`src/sv/sbd_pkg.sv`:
```
// sbd_pkg: shared types, constants and helper functions of the SBUS frame decoder.
// Used by every module of the block except sbd_fifo; depends on nothing.
`default_nettype none

package sbd_pkg;

    localparam int FULL_SCALE_DEF = 16384;
    localparam int DATA_W         = 8;
    localparam int CNT_W          = 5;
    localparam int TICK_W         = 16;
    localparam int DB_W           = 15;
    localparam int RAW_W          = 11;
    localparam int STORE_DEPTH    = 24;
    localparam int CHAN_BYTES     = 11;
    localparam int CHAN_W         = CHAN_BYTES * DATA_W;
    localparam int NUM_LANE       = 5;
    localparam int MAG_W          = 25;
    localparam int RECIP_W        = 26;
    localparam int RECIP_S        = 35;
    localparam int Q_W            = 15;
    localparam int VAL_W          = 16;
    localparam int CMD_DEPTH      = 2;
    localparam int RES_DEPTH      = 2;

    localparam logic [CNT_W-1:0]  CNT_LAST_BYTE = CNT_W'(24);
    localparam logic [CNT_W-1:0]  CNT_SAT       = '1;
    localparam logic [DATA_W-1:0] FRAME_HEADER  = 8'h0F;
    localparam logic [DATA_W-1:0] FRAME_FOOTER  = 8'h00;
    localparam int                FLAGS_BYTE    = 23;
    localparam int                FAILSAFE_BIT  = 3;
    localparam logic [TICK_W-1:0] TIMEOUT_RST   = 16'd100;
    localparam logic [DB_W-1:0]   DEADBAND_RST  = 15'd819;

    localparam logic [RAW_W-1:0]   RAW_UP   = 11'd240;
    localparam logic [RAW_W-1:0]   RAW_MID  = 11'd1024;
    localparam logic [RAW_W-1:0]   RAW_DOWN = 11'd1807;
    localparam logic [RECIP_W-1:0] RECIP_M  = 26'd43882170;

    localparam int LANE_CH  [NUM_LANE] = '{0, 1, 2, 3, 6};
    localparam bit LANE_NEG [NUM_LANE] = '{1'b1, 1'b0, 1'b0, 1'b1, 1'b1};
    localparam int SWA_CH = 4;
    localparam int SWB_CH = 5;
    localparam int SWC_CH = 7;

    typedef enum logic [1:0] {
        SW_UP   = 2'd0,
        SW_MID  = 2'd1,
        SW_DOWN = 2'd2,
        SW_ERR  = 2'd3
    } t_sw;

    typedef enum logic {
        OP_BYTE = 1'b0,
        OP_TICK = 1'b1
    } t_op;

    typedef enum logic {
        CFG_TIMEOUT  = 1'b0,
        CFG_DEADBAND = 1'b1
    } t_cfg_idx;

    typedef struct packed {
        logic              operation;
        logic [DATA_W-1:0] byte_value;
        logic              end_of_buffer;
    } t_item;

    typedef struct packed {
        logic signed [VAL_W-1:0] right_horizontal;
        logic signed [VAL_W-1:0] right_vertical;
        logic signed [VAL_W-1:0] left_vertical;
        logic signed [VAL_W-1:0] left_horizontal;
        logic signed [VAL_W-1:0] knob_a;
        t_sw                     switch_a;
        t_sw                     switch_b;
        t_sw                     switch_c;
        logic                    link_up;
        logic                    protect;
    } t_result;

    typedef struct packed {
        logic              good;
        logic [CHAN_W-1:0] chans;
    } t_cmd;

    function automatic logic [RAW_W-1:0] chan_raw(input logic [CHAN_W-1:0] chans,
                                                  input int ch);
        return chans[RAW_W*ch +: RAW_W];
    endfunction

    function automatic t_sw sw_code(input logic [RAW_W-1:0] raw);
        t_sw code;
        priority if (raw == RAW_UP)   code = SW_UP;
        else if (raw == RAW_MID)      code = SW_MID;
        else if (raw == RAW_DOWN)     code = SW_DOWN;
        else                          code = SW_ERR;
        return code;
    endfunction

endpackage

`default_nettype wire

```
`src/sv/sbd_fifo.sv`:
```
// sbd_fifo: small synchronous queue with push/full and pop/empty sides.
// Depends on nothing; the payload type is a parameter.
`default_nettype none

module sbd_fifo #(
    parameter type t_data = logic,
    parameter int  DEPTH  = 2
) (
    input  wire logic  i_clk,
    input  wire logic  i_rst_n,
    input  wire logic  i_push,
    input  wire t_data i_data,
    output logic       o_full,
    input  wire logic  i_pop,
    output t_data      o_data,
    output logic       o_empty
);

    localparam int PW = (DEPTH > 1) ? $clog2(DEPTH) : 1;
    localparam int CW = $clog2(DEPTH + 1);

    t_data            r_mem [DEPTH];
    logic [PW-1:0]    r_wr_ptr;
    logic [PW-1:0]    r_rd_ptr;
    logic [CW-1:0]    r_count;
    logic [PW-1:0]    n_wr_ptr;
    logic [PW-1:0]    n_rd_ptr;
    logic             w_push;
    logic             w_pop;

    assign o_full  = (r_count == CW'(DEPTH));
    assign o_empty = (r_count == '0);
    assign w_push  = i_push && !o_full;
    assign w_pop   = i_pop && !o_empty;
    assign o_data  = r_mem[r_rd_ptr];

    assign n_wr_ptr = (r_wr_ptr == PW'(DEPTH - 1)) ? '0 : r_wr_ptr + 1'b1;
    assign n_rd_ptr = (r_rd_ptr == PW'(DEPTH - 1)) ? '0 : r_rd_ptr + 1'b1;

    always_ff @(posedge i_clk) begin
        if (w_push) begin
            r_mem[r_wr_ptr] <= i_data;
        end
    end

    always_ff @(posedge i_clk) begin
        if (!i_rst_n) begin
            r_wr_ptr <= '0;
            r_rd_ptr <= '0;
            r_count  <= '0;
        end else begin
            if (w_push) begin
                r_wr_ptr <= n_wr_ptr;
            end
            if (w_pop) begin
                r_rd_ptr <= n_rd_ptr;
            end
            unique case ({w_push, w_pop})
                2'b10:   r_count <= r_count + 1'b1;
                2'b01:   r_count <= r_count - 1'b1;
                default: r_count <= r_count;
            endcase
        end
    end

endmodule

`default_nettype wire

```
`src/sv/sbd_front.sv`:
```
// sbd_front: byte and tick intake, frame store, frame check and timeout counter.
// Emits decode or idle commands. Depends on sbd_pkg.
`default_nettype none

module sbd_front (
    input  wire logic                  i_clk,
    input  wire logic                  i_rst_n,
    input  wire logic                  i_accept,
    input  wire sbd_pkg::t_item        i_item,
    input  wire logic [15:0]           i_timeout,
    output logic                       o_cmd_push,
    output sbd_pkg::t_cmd              o_cmd
);
    import sbd_pkg::*;

    logic [DATA_W-1:0] r_store [STORE_DEPTH];
    logic [CNT_W-1:0]  r_byte_cnt;
    logic [TICK_W-1:0] r_silence;

    logic w_tick;
    logic w_byte;
    logic w_fire;
    logic w_frame;
    logic w_failsafe;

    assign w_tick     = i_accept && (i_item.operation == OP_TICK);
    assign w_byte     = i_accept && (i_item.operation == OP_BYTE);
    assign w_fire     = r_silence >= i_timeout;
    assign w_frame    = w_byte && i_item.end_of_buffer && (r_byte_cnt == CNT_LAST_BYTE)
                        && (i_item.byte_value == FRAME_FOOTER)
                        && (r_store[0] == FRAME_HEADER);
    assign w_failsafe = r_store[FLAGS_BYTE][FAILSAFE_BIT];

    always_comb begin
        for (int k = 0; k < CHAN_BYTES; k++) begin
            o_cmd.chans[DATA_W*k +: DATA_W] = r_store[k + 1];
        end
        o_cmd.good = w_frame && !w_failsafe;
        o_cmd_push = (w_tick && w_fire) || w_frame;
    end

    always_ff @(posedge i_clk) begin
        if (w_byte && (r_byte_cnt < CNT_W'(STORE_DEPTH))) begin
            r_store[r_byte_cnt] <= i_item.byte_value;
        end
    end

    always_ff @(posedge i_clk) begin
        if (!i_rst_n) begin
            r_byte_cnt <= '0;
            r_silence  <= '0;
        end else begin
            if (w_tick && (r_silence != '1)) begin
                r_silence <= r_silence + 1'b1;
            end
            if (w_frame && !w_failsafe) begin
                r_silence <= '0;
            end
            if (w_byte) begin
                if (i_item.end_of_buffer) begin
                    r_byte_cnt <= '0;
                end else if (r_byte_cnt != CNT_SAT) begin
                    r_byte_cnt <= r_byte_cnt + 1'b1;
                end
            end
        end
    end

endmodule

`default_nettype wire

```
`src/sv/sbd_back.sv`:
```
// sbd_back: two-stage channel decode pipeline (scale, divide by reciprocal, clamp).
// Consumes commands, produces result items. Depends on sbd_pkg.
`default_nettype none

module sbd_back #(
    parameter int FULL_SCALE = sbd_pkg::FULL_SCALE_DEF
) (
    input  wire logic                  i_clk,
    input  wire logic                  i_rst_n,
    input  wire sbd_pkg::t_cmd         i_cmd,
    input  wire logic                  i_cmd_empty,
    output logic                       o_cmd_pop,
    input  wire logic [14:0]           i_deadband,
    input  wire logic                  i_res_full,
    output logic                       o_res_push,
    output sbd_pkg::t_result           o_result
);
    import sbd_pkg::*;

    localparam logic [Q_W-1:0] FS_Q = Q_W'(FULL_SCALE);

    typedef struct packed {
        logic good;
        t_sw  sa;
        t_sw  sb;
        t_sw  sc;
    } t_ctl;

    logic             r1_valid;
    logic             r2_valid;
    t_ctl             r1_ctl;
    t_ctl             r2_ctl;
    logic [NUM_LANE-1:0] r1_sign;
    logic [NUM_LANE-1:0] r2_sign;
    logic [MAG_W-1:0] r1_mag [NUM_LANE];
    logic [Q_W-1:0]   r2_q   [NUM_LANE];
    t_sw              r_last_sa;

    logic             w_en;
    logic             w_take;
    t_ctl             w_ctl;
    logic [NUM_LANE-1:0] w_sign;
    logic [MAG_W-1:0] w_mag  [NUM_LANE];
    logic [Q_W-1:0]   w_q    [NUM_LANE];
    logic signed [VAL_W-1:0] w_val [NUM_LANE];

    assign w_en       = !(r2_valid && i_res_full);
    assign w_take     = w_en && !i_cmd_empty;
    assign o_cmd_pop  = w_take;
    assign o_res_push = r2_valid && w_en;

    always_comb begin
        logic signed [RAW_W:0] d;
        logic [RAW_W:0]        a;
        w_ctl.good = i_cmd.good;
        w_ctl.sa   = i_cmd.good ? sw_code(chan_raw(i_cmd.chans, SWA_CH)) : r_last_sa;
        w_ctl.sb   = i_cmd.good ? sw_code(chan_raw(i_cmd.chans, SWB_CH)) : SW_ERR;
        w_ctl.sc   = i_cmd.good ? sw_code(chan_raw(i_cmd.chans, SWC_CH)) : SW_ERR;
        for (int l = 0; l < NUM_LANE; l++) begin
            d         = $signed({1'b0, chan_raw(i_cmd.chans, LANE_CH[l])})
                        - $signed({1'b0, RAW_MID});
            a         = d[RAW_W] ? -d : d;
            w_sign[l] = d[RAW_W];
            w_mag[l]  = MAG_W'(a) * MAG_W'(FULL_SCALE);
        end
    end

    always_comb begin
        logic [MAG_W+RECIP_W-1:0] p;
        for (int l = 0; l < NUM_LANE; l++) begin
            p      = (MAG_W+RECIP_W)'(r1_mag[l]) * (MAG_W+RECIP_W)'(RECIP_M);
            w_q[l] = p[RECIP_S +: Q_W];
        end
    end

    always_comb begin
        logic [Q_W-1:0]   m;
        logic [VAL_W-1:0] u;
        for (int l = 0; l < NUM_LANE; l++) begin
            m = (r2_q[l] > FS_Q) ? FS_Q : r2_q[l];
            if ((m < i_deadband) || !r2_ctl.good) begin
                m = '0;
            end
            u = VAL_W'(m);
            w_val[l] = (r2_sign[l] ^ LANE_NEG[l]) ? -$signed(u) : $signed(u);
        end
        o_result.right_horizontal = w_val[0];
        o_result.right_vertical   = w_val[1];
        o_result.left_vertical    = w_val[2];
        o_result.left_horizontal  = w_val[3];
        o_result.knob_a           = w_val[4];
        o_result.switch_a         = r2_ctl.sa;
        o_result.switch_b         = r2_ctl.sb;
        o_result.switch_c         = r2_ctl.sc;
        o_result.link_up          = r2_ctl.good;
        o_result.protect          = !(r2_ctl.good && (r2_ctl.sa == SW_DOWN));
    end

    always_ff @(posedge i_clk) begin
        if (w_en) begin
            r1_ctl  <= w_ctl;
            r1_sign <= w_sign;
            r2_ctl  <= r1_ctl;
            r2_sign <= r1_sign;
            for (int l = 0; l < NUM_LANE; l++) begin
                r1_mag[l] <= w_mag[l];
                r2_q[l]   <= w_q[l];
            end
        end
    end

    always_ff @(posedge i_clk) begin
        if (!i_rst_n) begin
            r1_valid  <= 1'b0;
            r2_valid  <= 1'b0;
            r_last_sa <= SW_ERR;
        end else begin
            if (w_en) begin
                r1_valid <= w_take;
                r2_valid <= r1_valid;
            end
            if (w_take && i_cmd.good) begin
                r_last_sa <= w_ctl.sa;
            end
        end
    end

endmodule

`default_nettype wire

```
`src/sv/sbus_frame_decoder.sv`:
```
// SBUS frame decoder top level: configuration registers, intake front end,
// command queue, decode pipeline and result queue.
// Depends on sbd_pkg, sbd_fifo, sbd_front and sbd_back.
//
// Usage:
//   Input queue side: drive i_item and raise push while full is low; each
//   transfer is one UART byte (operation 0) or one time tick (operation 1).
//   One item is taken every cycle while the pipeline flows.
//   Result queue side: a result sits on o_result while empty is low; raise
//   pop to take it. Only a decoded frame, a failsafe frame or a timeout
//   tick produces a result.
//   Path: the transfer that causes a result writes the command queue,
//   then passes two decode stages (scale multiply, reciprocal multiply)
//   and the result queue write.
//   Configuration: write timeout_ticks (index 0) or deadband (index 1)
//   through i_cfg_valid / o_cfg_ready while the block is idle.
//   Reset: queues and counters clear, timeout 100, deadband 819, the
//   remembered switch a code is error. Frame bytes need no clearing.
//   Stall: when pop stays low the result queue fills, the pipeline holds,
//   the command queue fills and full rises; nothing is dropped.
`default_nettype none

module sbus_frame_decoder #(
    parameter int FULL_SCALE = sbd_pkg::FULL_SCALE_DEF
) (
    input  wire logic                  i_clk,
    input  wire logic                  i_rst_n,
    input  wire logic                  push,
    output logic                       full,
    input  wire sbd_pkg::t_item        i_item,
    output logic                       empty,
    input  wire logic                  pop,
    output sbd_pkg::t_result           o_result,
    input  wire logic                  i_cfg_valid,
    output logic                       o_cfg_ready,
    input  wire sbd_pkg::t_cfg_idx     i_cfg_index,
    input  wire logic [15:0]           i_cfg_data
);
    import sbd_pkg::*;

    logic [TICK_W-1:0] r_timeout;
    logic [DB_W-1:0]   r_deadband;

    logic    w_accept;
    logic    w_cmd_push;
    t_cmd    w_cmd_in;
    t_cmd    w_cmd_out;
    logic    w_cmd_empty;
    logic    w_cmd_pop;
    logic    w_res_push;
    logic    w_res_full;
    t_result w_res_in;

    assign o_cfg_ready = 1'b1;
    assign w_accept    = push && !full;

    always_ff @(posedge i_clk) begin
        if (!i_rst_n) begin
            r_timeout  <= TIMEOUT_RST;
            r_deadband <= DEADBAND_RST;
        end else if (i_cfg_valid && o_cfg_ready) begin
            unique case (i_cfg_index)
                CFG_TIMEOUT:  r_timeout  <= i_cfg_data;
                CFG_DEADBAND: r_deadband <= i_cfg_data[DB_W-1:0];
            endcase
        end
    end

    sbd_front u_front (
        .i_clk      (i_clk),
        .i_rst_n    (i_rst_n),
        .i_accept   (w_accept),
        .i_item     (i_item),
        .i_timeout  (r_timeout),
        .o_cmd_push (w_cmd_push),
        .o_cmd      (w_cmd_in)
    );

    sbd_fifo #(
        .t_data (t_cmd),
        .DEPTH  (CMD_DEPTH)
    ) u_cmd_q (
        .i_clk   (i_clk),
        .i_rst_n (i_rst_n),
        .i_push  (w_cmd_push),
        .i_data  (w_cmd_in),
        .o_full  (full),
        .i_pop   (w_cmd_pop),
        .o_data  (w_cmd_out),
        .o_empty (w_cmd_empty)
    );

    sbd_back #(
        .FULL_SCALE (FULL_SCALE)
    ) u_back (
        .i_clk       (i_clk),
        .i_rst_n     (i_rst_n),
        .i_cmd       (w_cmd_out),
        .i_cmd_empty (w_cmd_empty),
        .o_cmd_pop   (w_cmd_pop),
        .i_deadband  (r_deadband),
        .i_res_full  (w_res_full),
        .o_res_push  (w_res_push),
        .o_result    (w_res_in)
    );

    sbd_fifo #(
        .t_data (t_result),
        .DEPTH  (RES_DEPTH)
    ) u_res_q (
        .i_clk   (i_clk),
        .i_rst_n (i_rst_n),
        .i_push  (w_res_push),
        .i_data  (w_res_in),
        .o_full  (w_res_full),
        .i_pop   (pop),
        .o_data  (o_result),
        .o_empty (empty)
    );

endmodule

`default_nettype wire
```
`config.mk`:
```
export PLATFORM = sky130hd
export DESIGN_NAME = sbus_frame_decoder
export DESIGN_NICKNAME = d
export VERILOG_FILES = /design/src/sv/sbd_pkg.sv /design/src/sv/sbd_fifo.sv /design/src/sv/sbd_front.sv /design/src/sv/sbd_back.sv /design/src/sv/sbus_frame_decoder.sv
export SDC_FILE = /design/constraint.sdc
export NUM_CORES = 2
export LEC_CHECK = 0
export ABC_AREA = 1
export BUFFER_PORTS_ARGS = -buffer_cell sky130_fd_sc_hd__buf_2
export CAP_MARGIN = 20
export CORE_MARGIN = 2
export CORE_UTILIZATION = 30
export CTS_BUF_LIST = sky130_fd_sc_hd__clkbuf_16
export DETAILED_ROUTE_END_ITERATION = 16
export PLACE_DENSITY = 0.49
export REMOVE_ABC_BUFFERS = 1
export SYNTH_ARGS = -nofsm -noshare
export SYNTH_HDL_FRONTEND = slang
export SYNTH_SLANG_ARGS = --single-unit
```
`constraint.sdc`:
```
create_clock -name i_clk -period 9.4 [get_ports i_clk]
set_input_delay 2.35 -clock i_clk [delete_from_list [all_inputs] [get_ports i_clk]]
set_output_delay 2.35 -clock i_clk [all_outputs]
set_load 0.1 [all_outputs]
```
# After elaboration in Yosys (flattened, before gate mapping)
# Memories as Yosys holds them, arrays and structs flattened. A register that Yosys moved wholly into a read port is not among the register bits.
# Index checks and enable logic that the tools add are counted.
# W data, S select, Z words.
[word_totals]
output_inout_bits = 91
mem_bits_rw = 676
inputBits = 32
ff_bits = 88
elab_cells = 186
mem_count = 5
[classes]
mul = 5
n_mux = 49
addsub = 25
bitwise = 3
order_cmp = 12
n_reduce_logical = 44
eq_ne = 20
[memory_table]
columns = ["memory", "depth", "word_bits", "rd", "rd_clocked_by_memory_dff", "write_ports", "line", "source"]
rows = [
  ["u_front.r_store", 24, 8, 13, 0, 1, "sbd_front.sv:16", "logic [DATA_W-1:0] r_store [STORE_DEPTH];"],
  ["u_cmd_q.r_mem", 2, 89, 1, 1, 1, "sbd_fifo.sv:22", "t_data r_mem [DEPTH];"],
  ["u_res_q.r_mem", 2, 88, 1, 1, 1, "sbd_fifo.sv:22", ""],
  ["u_back.r2_q", 5, 15, 5, 0, 5, "sbd_back.sv:36", "logic [Q_W-1:0] r2_q [NUM_LANE];"],
  ["u_back.r1_mag", 5, 11, 5, 0, 5, "sbd_back.sv:35", "logic [MAG_W-1:0] r1_mag [NUM_LANE];"],
]
[op_table]
columns = ["op", "count"]
rows = [
  ["$mul A25 B25 Y49 const B", 5],
  ["$mux W15", 10],
  ["$mux W16", 5],
  ["$neg A15 Y16", 5],
  ["$gt A15 B15 Y1 const B", 5],
  ["$lt A15 B15 Y1", 5],
  ["$eq A11 B11 Y1 const B", 6],
  ["$sub A11 B11 Y12 const B", 5],
  ["$mux W11", 5],
  ["$neg A11 Y11", 5],
  ["$eq A11 B8 Y1 const B", 3],
  ["$logic_and A1 B1 Y1", 20],
  ["$mux W1", 18],
  ["$add A16 B1 Y16 const B", 1],
  ["$ge A16 B16 Y1", 1],
  ["$ne A16 B16 Y1 const B", 1],
  ["$mux W2", 7],
  ["$eq A2 B2 Y1 const B", 5],
  ["$mux W5", 2],
  ["$eq A8 B4 Y1 const B", 1],
  ["$logic_not A1 Y1", 8],
  ["$logic_not A8 Y1", 1],
  ["$pmux W2 S2", 2],
  ["$logic_or A1 B1 Y1", 6],
  ["other kinds (13)", 26],
]

# Logic depth before layout (Yosys ltp)
[depth]
ltp_word = 12
ltp_mapped = 27
ltp_nobuf = 27

# Hierarchy
# A second synthesis with hierarchy kept.
[hier_totals]
hier_cells = 5753
hier_area_um2 = 59022.9
[by_module_without_submodules]
columns = ["module", "instances", "area_each_um2", "cells_per_inst", "seq_area_each_um2"]
rows = [
  ["sbd_back", 1, 39480.4, 4541, 4704.5],
  ["sbd_fifo (u_cmd_q)", 1, 6700.2, 317, 5445.2],
  ["sbd_fifo (u_res_q)", 1, 6672.6, 314, 5385.2],
  ["sbd_front", 1, 4880.9, 412, 3333.2],
  ["sbus_frame_decoder", 1, 1288.7, 169, 620.6],
]

# Worst setup path before layout
# Ideal clock, no wire load.
[synth_timing]
path_kind = "input to register"
from = "in i_item[1] (netlist bit)"
to = "mem u_cmd_q.r_mem[0][0] (netlist bit) (enable)"
required_ps = 8861
path_slack_ps = 2112
arrival_time_ps = 6749
path_stages = 7
setup_ps = 539
path_buffers = 0
cell_sequence = "nor4_1 -> nand2_1 -> nor2_1 -> nand3_1 -> nand2_1 -> inv_1 -> nor2_1"
[synth_between]
elab_chain_len = 7
[synth_lines]
columns = ["item", "line", "source"]
rows = [
  ["start: declaration", "sbus_frame_decoder.sv:30", "input wire sbd_pkg::t_item i_item,"],
  ["$logic_not A8 Y1", "sbd_front.sv:30", "&& (i_item.byte_value == FRAME_FOOTER)"],
  ["$logic_and A1 B1 Y1", "sbd_front.sv:30", ""],
  ["$logic_and A1 B1 Y1", "sbd_front.sv:31", "&& (r_store[0] == FRAME_HEADER);"],
  ["$logic_or A1 B1 Y1", "sbd_front.sv:39", "o_cmd_push = (w_tick && w_fire) || w_frame;"],
  ["$logic_and A1 B1 Y1", "sbd_fifo.sv:33", "assign w_push = i_push && !o_full;"],
  ["$mux W1", "sbd_fifo.sv:41", "if (w_push) begin"],
  ["$mux W1 (not written as such)", "sbd_fifo.sv:42", "r_mem[r_wr_ptr] <= i_data;"],
  ["end: declaration", "sbd_fifo.sv:22", ""],
]
# Every way passes these cells.

==> run metrics <==
final worst-path cycle share between 60% and 70%; Post-CTS Hold Buffers 0; predominant post-synthesis flop cell edfxtp_1; mux cell area share after synthesis roughly 2.4%; Setup CP Type flip-flop to flip-flop; RSZ-0062 raised after global routing no; DIE WIDTH between 400 and 500 um; most frequent cells in the layout inv_1 (1171), ha_1 (1000), nand2_1 (720); EDFF count, synth 605; Async SR Flop Fraction 0%; vias per inst between 4 and 5; Slew Viols, Final 0; routed len/inst ~18 um; largest family of logic cells by synthesized area adder cells; Initial Util between 30% and 40%; outcome completed; Syn Inst Count 5682; most common cell after layout, fill and taps aside inv_1; cell area after synthesis slightly below 60000 um2; post-synthesis compound-gate area fraction a little under 7%; Worst Setup Start Kind flip-flop; I/O pins 123; CP required slightly below 10000 ps; f_max around 160 MHz; Min-Delay Startpoint u_back.r1_ctl[3]; CTS root buf clkbuf_16; leading area contributor after synthesis edfxtp_1; Sink Count between 600 and 700; Post-DRT Antenna Nets 0; sequential share of the synthesized area between 30% and 40%; post-route DRC violation count 0; Final Hold Vio Count 0; total grt overflow 0; #FFs+latches synth roughly 670; Simple-Gate Fraction of Synth Area under 10%; Clock Latency Late Sink roughly 700 ps; R2R Setup Slk between 3000 and 4000 ps; initial antenna violation count 10; drt first pass iters 8; die height roughly 440 um; CTS tree yes; worst hold stages 0; TritonCTS Buffers just under 80; antenna cells 0; Yosys top cell area share between 30% and 40%; RR Endpoint u_back.r2_q[0][71]; TNS Setup 0 ps; max_cap viols 0; Area contributors post-synth edfxtp_1 (31%), ha_1 (22%), fa_1 (15%), inv_1 (7.5%), nand2_1 (4.6%); Post-CTS Setup Inserts 0; XOR/XNOR share of the synthesized area under 10%; hold endpoint u_back.o_result[5]; adder-cell area share of the yosys netlist between 30 and 40%; average size of a mapped cell a little over 10 um2; Critical Path Sink Type flip-flop; Layout Skew 33.8 ps; Longest Clk Path Bufs 3; wirelength, routed about 160000 um; hpwl dp about 130000 um; min Tclk post-route roughly 6300 ps; worst reg-to-reg path cell count 17; Area Growth Syn to Fin 11.1%; Rows about 160; vias in the first global route around 40000; layout cells sized above 1 7.43%; Least-Margin Pin Slew roughly 1100 ps; Worst-path clk slew 60 ps; Worst Hold Class flip-flop to flip-flop; largest net degree at the start of global routing 59; Post-layout nets approximately 7300; via count between 30000 and 40000; DR iter-0 viols approximately 2300; first-pass GRT wire length around 240000 um; post-CTS resize count 0; worst r2r src u_back.r1_mag[0][48]; core area between 150000 and 200000 um2; Synth Warn # 0; Relative slew margins between 20% and 30%; Die ar. a little under 200000 um2; CTS H-tree depth 3; GPL Wtd Cong about 0.9; CP Max Fanout 10; I/O Buffers ~120; Final setup viols 0; synth unique cells 54; Tot GR Track Use around 16%; crit path DAT roughly 6700 ps
[cells by family after synthesis]
group | Yosys count
buffers and inverters | 1220
and+or+nand+nor | 1327
AOI/OAI and AO/OA | 684
muxes | 131
adders and majority gates | 1430
DFF | 671
xor gates and xnor gates | 218
other | 1
[area by class of cell]
cell class / count / area, um2
clock buffer: 78 / 1950
clock inverter: 62 / 657
fill: 19600 / 128000
inverter: 1160 / 4360
multi-input combinational: 3791 / 34100
sequential: 671 / 19500
tap: 2526 / 3160
timing repair buffer: 160 / 926
[cell usage after synthesis, types with 52 or more instances]
master,n
nand2_1,720
edfxtp_1,605
nand3_1,116
ha_1,1000
fa_1,430
nor3_1,52
nor2_1,306
o21ai_0,193
xnor2_1,72
a21oi_1,287
inv_1,1159
dfxtp_1,66
xor2_1,146
mux2_2,88
nand4_1,54
[stage by stage]
stage	std cells	utilization, %	hold WS [ps]	worst slack [ps]	cell area, um2
5_1_grt	8448	33.6	422	2830	64600
4_1_cts	8446	33.6	418	3110	64600
6_report	8448	33.6	418	3120	64600
2_1_floorplan	5622	-	400	2110	57900
3_5_place_dp	8306	32.2	405	3120	62000
3_3_place_gp	8304	32.2	404	3140	62000
[worst max-delay path, stage by stage (launching register included)]
cell and delay [ps]:
edfxtp_1 630, ha_1 470, ha_1 410, ha_1 230
a21oi_1 150, fa_1 470, fa_1 510, inv_1 60
fa_1 500, fa_1 500, ha_1 310, ha_1 400
nand2_1 140, nor4_1 480, nand3_1 170, nand3_1 280
a31oi_1 140, xnor2_1 160
[registers in the layout (all words and copies together) (netlist names), 15 cells and up, named ones only]
name and count:
u_front.r_silence 16, u_back.r2_q 75, r_timeout 16, u_back.r1_mag 55
u_cmd_q.r_mem 178, r_deadband 15, u_front.r_store 97, u_res_q.r_mem 176
[how the worst max path moves through the flow]
stage / startpoint / to
after floorplan: i_item[1] / u_cmd_q.r_mem[0][0]
after global placement: u_back.r1_mag[0][48] / u_back.r2_q[0][71]
after detailed placement: u_back.r1_mag[0][48] / u_back.r2_q[0][71]
after CTS: u_back.r1_mag[0][48] / u_back.r2_q[0][71]
after global routing: u_back.r1_mag[0][48] / u_back.r2_q[0][71]
final: u_back.r1_mag[0][48] / u_back.r2_q[0][71]
[layer usage]
layer	GRT usage (%)	up-vias	wire length, um
met5	0	-	27
met4	3.64	4	3550
met3	1.95	171	4950
met2	26.7	603	73600
met1	21.5	18600	73900
li1	-	19300	-
Power is left out: the tool's default activity adds up to more than one toggle a clock period on the data nets, which glitch-free logic cannot reach.
